**config.mk**
```make
export PLATFORM = sky130hd
export DESIGN_NAME = ymodem_crc_receiver
export DESIGN_NICKNAME = d
export VERILOG_FILES = /design/src/design/ymc_pkg.sv /design/src/design/ymc_front.sv /design/src/design/ymc_back.sv /design/src/design/ymodem_crc_receiver.sv
export SDC_FILE = /design/constraint.sdc
export NUM_CORES = 1
export LEC_CHECK = 0
export BUFFER_PORTS_ARGS = -buffer_cell sky130_fd_sc_hd__buf_2
export CAP_MARGIN = 40
export CORE_AREA = 2 2 295 297
export DETAILED_ROUTE_END_ITERATION = 10
export DIE_AREA = 0 0 297 299
export PLACE_DENSITY = 0.66
export SYNTH_ARGS = -nofsm -noshare
export SYNTH_HDL_FRONTEND = slang
export SYNTH_HIERARCHICAL = 1
export SYNTH_SLANG_ARGS = --single-unit
```
**constraint.sdc**
```tcl
create_clock -name clk -period 29 [get_ports clk]
set_clock_uncertainty 0.2 [all_clocks]
set_input_delay 2.9 -clock clk [delete_from_list [all_inputs] [get_ports clk]]
set_output_delay 2.9 -clock clk [all_outputs]
set_load 0.05 [all_outputs]
```
**src/design/ymc_pkg.sv**
```systemverilog
`timescale 1ns / 1ps
package ymc_pkg;

  localparam int ADDR_BITS_DEFAULT = 20;
  localparam int QUEUE_DEPTH = 4;
  localparam int MAX_RESULTS = 4;

  localparam logic [7:0] B_SOH = 8'h01;
  localparam logic [7:0] B_STX = 8'h02;
  localparam logic [7:0] B_EOT = 8'h04;
  localparam logic [7:0] B_ACK = 8'h06;
  localparam logic [7:0] B_NAK = 8'h15;
  localparam logic [7:0] B_CAN = 8'h18;
  localparam logic [7:0] B_C   = 8'h43;

  localparam logic OP_BYTE    = 1'b0;
  localparam logic OP_TIMEOUT = 1'b1;

  localparam logic [1:0] KIND_TX   = 2'd0;
  localparam logic [1:0] KIND_DATA = 2'd1;
  localparam logic [1:0] KIND_END  = 2'd2;

  localparam logic [2:0] ST_OK      = 3'd0;
  localparam logic [2:0] ST_IDLE    = 3'd1;
  localparam logic [2:0] ST_CANCEL  = 3'd2;
  localparam logic [2:0] ST_ERRLIM  = 3'd3;
  localparam logic [2:0] ST_DESYNC  = 3'd4;
  localparam logic [2:0] ST_OVERFLOW = 3'd5;

  localparam logic [1:0] CFG_BUFFER_SIZE = 2'd0;
  localparam logic [1:0] CFG_ERROR_LIMIT = 2'd1;

  localparam logic [20:0] BUFFER_SIZE_RESET = 21'd1048576;
  localparam logic [3:0]  ERROR_LIMIT_RESET = 4'd10;
  localparam logic [15:0] CRC_POLY = 16'h1021;

  typedef struct packed {
    logic [1:0]  kind;
    logic [7:0]  value;
    logic [19:0] address;
    logic [2:0]  status;
    logic [20:0] byte_count;
  } result_t;

  typedef struct packed {
    logic [2:0] count;
    result_t [MAX_RESULTS-1:0] res;
  } group_t;

  function automatic logic [15:0] crc_update(input logic [15:0] crc_in, input logic [7:0] b);
    logic [15:0] c;
    c = crc_in ^ {b, 8'h00};
    for (int i = 0; i < 8; i++) begin
      c = c[15] ? ((c << 1) ^ CRC_POLY) : (c << 1);
    end
    return c;
  endfunction

  function automatic result_t mk_send(input logic [7:0] b);
    result_t r;
    r = '0;
    r.kind = KIND_TX;
    r.value = b;
    return r;
  endfunction

endpackage

```
**src/design/ymc_front.sv**
```systemverilog
`timescale 1ns / 1ps
module ymc_front (
  input  logic clk,
  input  logic rst,
  input  logic accept,
  input  logic operation,
  input  logic [7:0] rx_byte,
  input  logic cfg_write,
  input  logic [1:0] cfg_index,
  input  logic [20:0] cfg_data,
  output logic grp_push,
  output ymc_pkg::group_t grp
);
  import ymc_pkg::*;

  logic [20:0] buffer_size;
  logic [3:0]  error_limit;
  logic in_packet, expect_zero, eot_seen, can_seen, large_packet, all_zero, complement_bad;
  logic [3:0]  error_count;
  logic [7:0]  expected_block, block_byte, crc_high_byte;
  logic [20:0] committed_bytes;
  logic [10:0] byte_index;
  logic [15:0] running_crc;

  logic in_packet_next, expect_zero_next, eot_seen_next, can_seen_next;
  logic large_packet_next, all_zero_next, complement_bad_next;
  logic [3:0]  error_count_next;
  logic [7:0]  expected_block_next, block_byte_next, crc_high_byte_next;
  logic [20:0] committed_bytes_next;
  logic [10:0] byte_index_next;
  logic [15:0] running_crc_next;

  logic [2:0] n;
  result_t [MAX_RESULTS-1:0] res;

  always_comb begin
    logic err_req, cancel_req, end_req, crc_ok;
    logic [2:0] st;
    logic [10:0] size;
    logic [21:0] need;
    logic [3:0] ec;
    logic [19:0] addr;
    in_packet_next = in_packet;
    expect_zero_next = expect_zero;
    eot_seen_next = eot_seen;
    can_seen_next = can_seen;
    large_packet_next = large_packet;
    all_zero_next = all_zero;
    complement_bad_next = complement_bad;
    error_count_next = error_count;
    expected_block_next = expected_block;
    block_byte_next = block_byte;
    crc_high_byte_next = crc_high_byte;
    committed_bytes_next = committed_bytes;
    byte_index_next = byte_index;
    running_crc_next = running_crc;
    n = 3'd0;
    res = '0;
    err_req = 1'b0;
    cancel_req = 1'b0;
    end_req = 1'b0;
    st = ST_OK;
    ec = error_count;
    size = large_packet ? 11'd1024 : 11'd128;
    crc_ok = (running_crc[15:8] == crc_high_byte) && (running_crc[7:0] == rx_byte);
    need = {1'b0, committed_bytes} + ((rx_byte == B_SOH) ? 22'd128 : 22'd1024);
    addr = committed_bytes[19:0] + 20'(byte_index - 11'd2);
    if (accept) begin
      if (operation == OP_TIMEOUT) begin
        if (in_packet) begin
          in_packet_next = 1'b0;
          err_req = 1'b1;
        end else begin
          end_req = 1'b1;
          st = ST_IDLE;
        end
      end else if (in_packet) begin
        byte_index_next = byte_index + 11'd1;
        if (byte_index == 11'd0) begin
          block_byte_next = rx_byte;
        end else if (byte_index == 11'd1) begin
          complement_bad_next = (block_byte + rx_byte) != 8'hFF;
        end else if (byte_index < size + 11'd2) begin
          running_crc_next = crc_update(running_crc, rx_byte);
          if (rx_byte != 8'h00) all_zero_next = 1'b0;
          if (!expect_zero && !complement_bad && block_byte == expected_block) begin
            res[0].kind = KIND_DATA;
            res[0].value = rx_byte;
            res[0].address = addr;
            n = 3'd1;
          end
        end else if (byte_index == size + 11'd2) begin
          crc_high_byte_next = rx_byte;
        end else begin
          byte_index_next = byte_index;
          in_packet_next = 1'b0;
          if (expect_zero) begin
            if (block_byte != 8'h00 || complement_bad || !crc_ok) begin
              err_req = 1'b1;
            end else if (all_zero) begin
              res[0] = mk_send(B_ACK);
              n = 3'd1;
              end_req = 1'b1;
              st = ST_OK;
            end else begin
              res[0] = mk_send(B_ACK);
              res[1] = mk_send(B_C);
              n = 3'd2;
              expected_block_next = 8'd1;
              expect_zero_next = 1'b0;
            end
          end else if (complement_bad) begin
            err_req = 1'b1;
          end else if (block_byte != expected_block) begin
            if (block_byte == expected_block - 8'd1) begin
              res[0] = mk_send(B_ACK);
              n = 3'd1;
            end else begin
              cancel_req = 1'b1;
              st = ST_DESYNC;
            end
          end else if (!crc_ok) begin
            err_req = 1'b1;
          end else begin
            committed_bytes_next = committed_bytes + 21'(size);
            expected_block_next = expected_block + 8'd1;
            error_count_next = 4'd0;
            res[0] = mk_send(B_ACK);
            n = 3'd1;
          end
        end
      end else begin
        if (rx_byte == B_EOT) begin
          if (!eot_seen) begin
            res[0] = mk_send(B_NAK);
            n = 3'd1;
            eot_seen_next = 1'b1;
          end else begin
            res[0] = mk_send(B_ACK);
            res[1] = mk_send(B_C);
            n = 3'd2;
            expect_zero_next = 1'b1;
          end
        end else if (rx_byte == B_CAN) begin
          if (!can_seen) begin
            can_seen_next = 1'b1;
            res[0] = mk_send(B_NAK);
            n = 3'd1;
          end else begin
            end_req = 1'b1;
            st = ST_CANCEL;
          end
        end else if (rx_byte == B_SOH || rx_byte == B_STX) begin
          if (need > {1'b0, buffer_size}) begin
            cancel_req = 1'b1;
            st = ST_OVERFLOW;
          end else begin
            eot_seen_next = 1'b0;
            can_seen_next = 1'b0;
            in_packet_next = 1'b1;
            large_packet_next = (rx_byte == B_STX);
            byte_index_next = 11'd0;
            running_crc_next = 16'h0000;
            block_byte_next = 8'h00;
            crc_high_byte_next = 8'h00;
            all_zero_next = 1'b1;
            complement_bad_next = 1'b0;
          end
        end
      end
      if (err_req) begin
        res[n[1:0]] = mk_send(B_NAK);
        n = n + 3'd1;
        ec = (error_count < 4'd15) ? error_count + 4'd1 : error_count;
        error_count_next = ec;
        if (ec >= error_limit) begin
          cancel_req = 1'b1;
          st = ST_ERRLIM;
        end
      end
      if (cancel_req) begin
        res[n[1:0]] = mk_send(B_CAN);
        n = n + 3'd1;
        res[n[1:0]] = mk_send(B_CAN);
        n = n + 3'd1;
        end_req = 1'b1;
      end
      if (end_req) begin
        res[n[1:0]] = '0;
        res[n[1:0]].kind = KIND_END;
        res[n[1:0]].status = st;
        res[n[1:0]].byte_count = committed_bytes;
        n = n + 3'd1;
        in_packet_next = 1'b0;
        expect_zero_next = 1'b1;
        eot_seen_next = 1'b0;
        can_seen_next = 1'b0;
        error_count_next = 4'd0;
        expected_block_next = 8'd1;
        committed_bytes_next = 21'd0;
        byte_index_next = 11'd0;
        large_packet_next = 1'b0;
        running_crc_next = 16'h0000;
        block_byte_next = 8'h00;
        crc_high_byte_next = 8'h00;
        all_zero_next = 1'b1;
        complement_bad_next = 1'b0;
      end
    end
  end

  assign grp_push = accept && (n != 3'd0);
  assign grp.count = n;
  assign grp.res = res;

  always_ff @(posedge clk) begin
    if (rst) begin
      buffer_size <= BUFFER_SIZE_RESET;
      error_limit <= ERROR_LIMIT_RESET;
      in_packet <= 1'b0;
      expect_zero <= 1'b1;
      eot_seen <= 1'b0;
      can_seen <= 1'b0;
      error_count <= 4'd0;
      expected_block <= 8'd1;
      committed_bytes <= 21'd0;
      byte_index <= 11'd0;
      large_packet <= 1'b0;
      running_crc <= 16'h0000;
      block_byte <= 8'h00;
      crc_high_byte <= 8'h00;
      all_zero <= 1'b1;
      complement_bad <= 1'b0;
    end else begin
      if (cfg_write && cfg_index == CFG_BUFFER_SIZE) buffer_size <= cfg_data;
      if (cfg_write && cfg_index == CFG_ERROR_LIMIT) error_limit <= cfg_data[3:0];
      in_packet <= in_packet_next;
      expect_zero <= expect_zero_next;
      eot_seen <= eot_seen_next;
      can_seen <= can_seen_next;
      error_count <= error_count_next;
      expected_block <= expected_block_next;
      committed_bytes <= committed_bytes_next;
      byte_index <= byte_index_next;
      large_packet <= large_packet_next;
      running_crc <= running_crc_next;
      block_byte <= block_byte_next;
      crc_high_byte <= crc_high_byte_next;
      all_zero <= all_zero_next;
      complement_bad <= complement_bad_next;
    end
  end

  assert property (@(posedge clk) disable iff (rst) byte_index <= 11'd1027)
    else $error("Packet byte index ran past the trailer.");
  assert property (@(posedge clk) disable iff (rst) grp_push |-> n <= 3'd4)
    else $error("More results than a group holds.");
  assert property (@(posedge clk) disable iff (rst)
    (accept && expect_zero && in_packet) |-> !(grp_push && res[0].kind == KIND_DATA))
    else $error("Payload beat emitted for packet zero.");
endmodule

```
**src/design/ymc_back.sv**
```systemverilog
`timescale 1ns / 1ps
module ymc_back #(
  parameter int ADDR_BITS = ymc_pkg::ADDR_BITS_DEFAULT
) (
  input  logic clk,
  input  logic rst,
  input  logic grp_push,
  input  ymc_pkg::group_t grp,
  output logic full,
  output logic empty,
  input  logic pop,
  output logic [1:0] kind,
  output logic [7:0] value,
  output logic [ADDR_BITS-1:0] address,
  output logic [2:0] status,
  output logic [20:0] byte_count,
  output logic last
);
  import ymc_pkg::*;

  localparam int PW = $clog2(QUEUE_DEPTH);

  group_t queue [QUEUE_DEPTH];
  logic [PW-1:0] head, tail;
  logic [PW:0] count;
  logic [1:0] sub;
  result_t cur;
  logic [31:0] addr_wide;
  logic pop_beat, pop_group;

  assign full = (count == (PW+1)'(QUEUE_DEPTH));
  assign empty = (count == '0);
  assign cur = queue[head].res[sub];
  assign last = ({1'b0, sub} == queue[head].count - 3'd1);
  assign kind = cur.kind;
  assign value = cur.value;
  assign addr_wide = {12'h000, cur.address};
  assign address = addr_wide[ADDR_BITS-1:0];
  assign status = cur.status;
  assign byte_count = cur.byte_count;
  assign pop_beat = pop && !empty;
  assign pop_group = pop_beat && last;

  always_ff @(posedge clk) begin
    if (grp_push) queue[tail] <= grp;
  end

  always_ff @(posedge clk) begin
    if (rst) begin
      head <= '0;
      tail <= '0;
      count <= '0;
      sub <= 2'd0;
    end else begin
      if (grp_push) tail <= tail + 1'b1;
      if (pop_group) begin
        head <= head + 1'b1;
        sub <= 2'd0;
      end else if (pop_beat) begin
        sub <= sub + 2'd1;
      end
      count <= count + (PW+1)'(grp_push) - (PW+1)'(pop_group);
    end
  end

  assert property (@(posedge clk) disable iff (rst) count <= (PW+1)'(QUEUE_DEPTH))
    else $error("Result queue overran.");
  assert property (@(posedge clk) disable iff (rst)
    !empty |-> ({1'b0, sub} < queue[head].count))
    else $error("Beat index past the end of its group.");
  assert property (@(posedge clk) disable iff (rst) empty |-> sub == 2'd0)
    else $error("Beat index not cleared with an empty queue.");
endmodule

```
**src/design/ymodem_crc_receiver.sv**
```systemverilog
// A result is registered into the result queue by the byte or timeout beat that causes
// it. Throughput: one input beat per cycle while full is low; results leave at one beat
// per cycle, up to four per input, so output draining sets the sustained rate when many
// results are produced. The result queue holds four input groups between the framing
// logic and the output. Reset (synchronous, active high) returns the session state and
// both registers to their defaults and empties the queue; it takes effect at once.
`timescale 1ns / 1ps
module ymodem_crc_receiver #(
  parameter int ADDR_BITS = ymc_pkg::ADDR_BITS_DEFAULT
) (
  input  logic clk,
  input  logic rst,
  input  logic push,
  output logic full,
  input  logic operation,
  input  logic [7:0] rx_byte,
  output logic empty,
  input  logic pop,
  output logic [1:0] kind,
  output logic [7:0] value,
  output logic [ADDR_BITS-1:0] address,
  output logic [2:0] status,
  output logic [20:0] byte_count,
  output logic last,
  input  logic cfg_valid,
  output logic cfg_ready,
  input  logic [1:0] cfg_index,
  input  logic [20:0] cfg_data
);
  import ymc_pkg::*;

  logic grp_push;
  group_t grp;

  assign cfg_ready = 1'b1;

  ymc_front u_front (
    .clk(clk),
    .rst(rst),
    .accept(push && !full),
    .operation(operation),
    .rx_byte(rx_byte),
    .cfg_write(cfg_valid && cfg_ready),
    .cfg_index(cfg_index),
    .cfg_data(cfg_data),
    .grp_push(grp_push),
    .grp(grp)
  );

  ymc_back #(.ADDR_BITS(ADDR_BITS)) u_back (
    .clk(clk),
    .rst(rst),
    .grp_push(grp_push),
    .grp(grp),
    .full(full),
    .empty(empty),
    .pop(pop),
    .kind(kind),
    .value(value),
    .address(address),
    .status(status),
    .byte_count(byte_count),
    .last(last)
  );
endmodule

```
==> flow_summary_export.csv <==
group,metric,value,unit
detailed_routing,vias,22000,
global_routing,grt_max_degree,155,
floorplan,io_pins,95,
pwr,switching_share,0.262,
pwr,power_frac_seq,0.489,
floorplan,rows,108,
yosys,synth_flop_cell,"edfxtp_1",
floorplan,core_area,85900,um^2
sta,fmax,0.0874,GHz
yosys,synthAdderAreaFrac,0.0233,
critical_path,criticalPathCategory,"in -> reg",
global_routing,antenna_found_initial,6,
final_layout,final_common_cell,"edfxtp_1",
floorplan,start_util,0.495,
critical_path,worstPathMaxFanout,55,
clock_tree,cts_resized,0,
final_layout,syn_to_final_growth,10.9,%
clock_tree,cts.clk_slew.worst_paths,0.06,ns
yosys,syn_inst,2489,
sta,tightestPinTransition,0.984,ns
yosys,ys_types,82,
place,dp_cells,3644,
final_layout,final_nets,2705,
critical_path,start_kind,"primary input",
clock_tree,cts.sinks,988,
clock_tree,ctsHoldBuffers,0,
clock_tree,cts_buffer_depth,3,
yosys,async_reset_ff_frac,0,
pwr,power.clock.fraction,0.356,
clock_tree,cts_root_buffer,"clkbuf_16",
detailed_routing,wl_per_cell,23.0,um
sta,rsz0062_at_grt,"false",
sta,drv_slew,0,
floorplan,die_x,297,um
detailed_routing,totalWireLength,88.1,mm
hold_path,worstHoldPathType,"reg -> reg",
global_routing,grt_pass1_vias,23400,
place,io_buffers,93,
floorplan,die_area,88800,um^2
yosys,yosysSeqAreaShare,0.671,
sta,setup_viol,0,
yosys,ys_warn_count,6,
place,place_congestion,0.883,
clock_tree,postCtsSetupRepairBufs,0,
sta,final_hold_viol_count,0,
yosys,synth_top_family_by_area,"multiplexers",
yosys,synth_seq_cells,988,
critical_path,worstSetupEndpointType,"register",
critical_path,arrival,11.49,ns
final_layout,layout_common_cells,"edfxtp_1, mux4_2, nand2_1",
global_routing,grt_util_all_layers,0.201,
status,status,"complete, no violations",
final_layout,fillCellCount,6654,
clock_tree,clk_latency,0.66,ns
global_routing,grt_first_pass_wirelength,138,mm
yosys,syn-cell-area,42500,um^2
run,max_cap_violations,0,
sta,relSlewSlack,0.344,
floorplan,die_height,299,um
clock_tree,cts_tree,"built",
critical_path,rrSetupSlack,20.41,ns
detailed_routing,firstDrtPassIters,5,
detailed_routing,drt-initial-drc-count,1766,
yosys,synth-xor-area-share,0.0235,
yosys,avgSynthCellArea,17.1,um^2
pwr,intPower,2530,uW
yosys,synth_mux_area_frac,0.148,
global_routing,gr-total-overflow,0,
pwr,pwr-share-comb,0.155,
pwr,p_leak,0.0157,uW
detailed_routing,drtAntennaViolNets,0,
yosys,synthSimpleGateAreaFrac,0.0587,
final_layout,final_cells,3826,
final_layout,layout-drive-gt1-share,0.222,
place,hpwl,54.3,mm
detailed_routing,drcViolationCount,0,
critical_path,crit_required,29.05,ns
sta,finalSetupTns,0,ns
pwr,peakVddDrop,0.0000507,V
yosys,synth_edf_count,876,
clock_tree,cts_max_level,3,
sta,finalCritPeriodShare,0.394,
sta,period_minus_slack,11.44,ns
pwr,power_density,72.7,nW/um^2
pwr,switchingPower,899,uW
clock_tree,cts_buffers,99,
yosys,synth-compound-area-share,0.0380,
detailed_routing,vias_per_cell,5.76,
==> synth_stat cells (all sizes together), types with 4 or more instances <==
cell type / count / share of area
mux2i: 13 / 0.0031
nand2b: 9 / 0.0013
nor2b: 10 / 0.0016
a211o: 5 / 0.0010
o21ai: 42 / 0.0051
a31oi: 8 / 0.0012
nand3b: 4 / 0.00071
nor3: 21 / 0.0029
buf: 169 / 0.027
clkbuf: 66 / 0.0058
a211oi: 7 / 0.0014
dfxtp: 112 / 0.053
and2: 62 / 0.0091
or4: 18 / 0.0035
nand4b: 4 / 0.00082
nand2: 130 / 0.011
nand4: 19 / 0.0028
mux2: 5 / 0.0013
nand3: 40 / 0.0047
a21oi: 92 / 0.011
or3: 8 / 0.0012
o31ai: 13 / 0.0024
nor4: 20 / 0.0036
inv: 57 / 0.0050
and4: 4 / 0.00082
edfxtp: 876 / 0.62
xnor2: 55 / 0.011
and3: 7 / 0.0010
mux4: 271 / 0.14
o211ai: 7 / 0.0012
nor3b: 10 / 0.0018
a22o: 16 / 0.0033
a21o: 20 / 0.0036
or2: 7 / 0.0010
xor2: 59 / 0.012
ha: 76 / 0.022
nor2: 102 / 0.0092
==> state kept, by name (all words and copies together) (netlist names), 2 cells and up, named ones only <==
signal and flops:
u_front/buffer_size 21, u_front/crc_high_byte 8, u_front/running_crc 16, u_back/tail 2, u_front/committed_bytes 14, u_front/block_byte 8
u_back/sub 2, u_back/queue 876, u_front/byte_index 11, u_front/error_count 4, u_front/expected_block 8, u_back/head 2
u_front/error_limit 4, u_back/count 3
==> metal layers <==
metal | global-route usage | share of wire
met1 | 0.272 | 0.42
met2 | 0.345 | 0.51
met3 | 0.0307 | 0.051
met4 | 0.0471 | 0.017
met5 | 0 | 0.00012
==> worst paths after layout <==
| check | from | cells after the start | endpoint |
|---|---|---|---|
| max reg2reg | u_front/expected_block[0]$_SDFFE_PP1P_ | 24 | u_back/queue[1][85]$_DFFE_PP_ |
| min | u_front/buffer_size[15]$_SDFFE_PP0P_ | 2 | u_front/buffer_size[15]$_SDFFE_PP0P_ |
| min reg2reg | u_front/buffer_size[15]$_SDFFE_PP0P_ | 2 | u_front/buffer_size[15]$_SDFFE_PP0P_ |
| max | rx_byte[5] | 23 | u_back/queue[1][85]$_DFFE_PP_ |
==> critical path, stage by stage <==
cell,delay (ns)
buf_2,0.15
or3_1,0.43
or4_4,0.48
or3b_2,0.49
ha_1,0.34
a31oi_1,0.53
nor3_1,0.17
xor2_1,0.18
ha_1,0.36
nand4_1,0.11
or2_2,0.31
nor4_1,0.50
or4_4,0.24
nor3_1,0.06
a211o_1,0.43
mux2i_1,0.21
ha_1,0.33
nor2_1,0.04
a211oi_1,0.56
a211o_1,0.35
and2_4,0.69
buf_4,0.78
buf_4,0.78
==> through the flow <==
step           area [um^2]   util  hold WS (ns)  worst slack (ns)  total power, uW
2_1_floorplan        42900      -         0.236             15.04             2120
3_3_place_gp         43700  0.508         0.245             16.76             2230
3_5_place_dp         44000  0.512         0.247             16.85             2250
4_1_cts              47200  0.549         0.254             17.52             3470
5_1_grt              47200  0.549         0.283             16.92             3560
6_report             47200  0.549         0.254             17.56             3430
==> cells by family after synthesis <==
kind of cell,after synthesis
mux,289
buf+inv,292
compound gates,246
simple gates,480
flops,988
xor+xnor,114
fa+ha+maj,78
other cells,2
==> power groups by stage <==
stage	registers [uW]	clock network [uW]	logic, uW
2_1_floorplan	1700	0	419
3_3_place_gp	1700	0	529
3_5_place_dp	1710	0	539
4_1_cts	1680	1250	541
5_1_grt	1680	1310	565
6_report	1680	1220	532
==> layout make-up <==
type / instances / area [um^2] / area share
Multi-Input combinational cell: 1309 / 12800 / 0.271
Clock inverter: 62 / 557 / 0.0118
Sequential cell: 988 / 28600 / 0.606
Clock buffer: 119 / 2560 / 0.0543
Timing Repair Buffer: 135 / 1030 / 0.0218
Antenna cell: 1 / 2.50 / 0.0000531
Tap cell: 1155 / 1450 / 0.0306
Inverter: 57 / 214 / 0.00454
No activity file was read; power rests on OpenSTA's default activity.
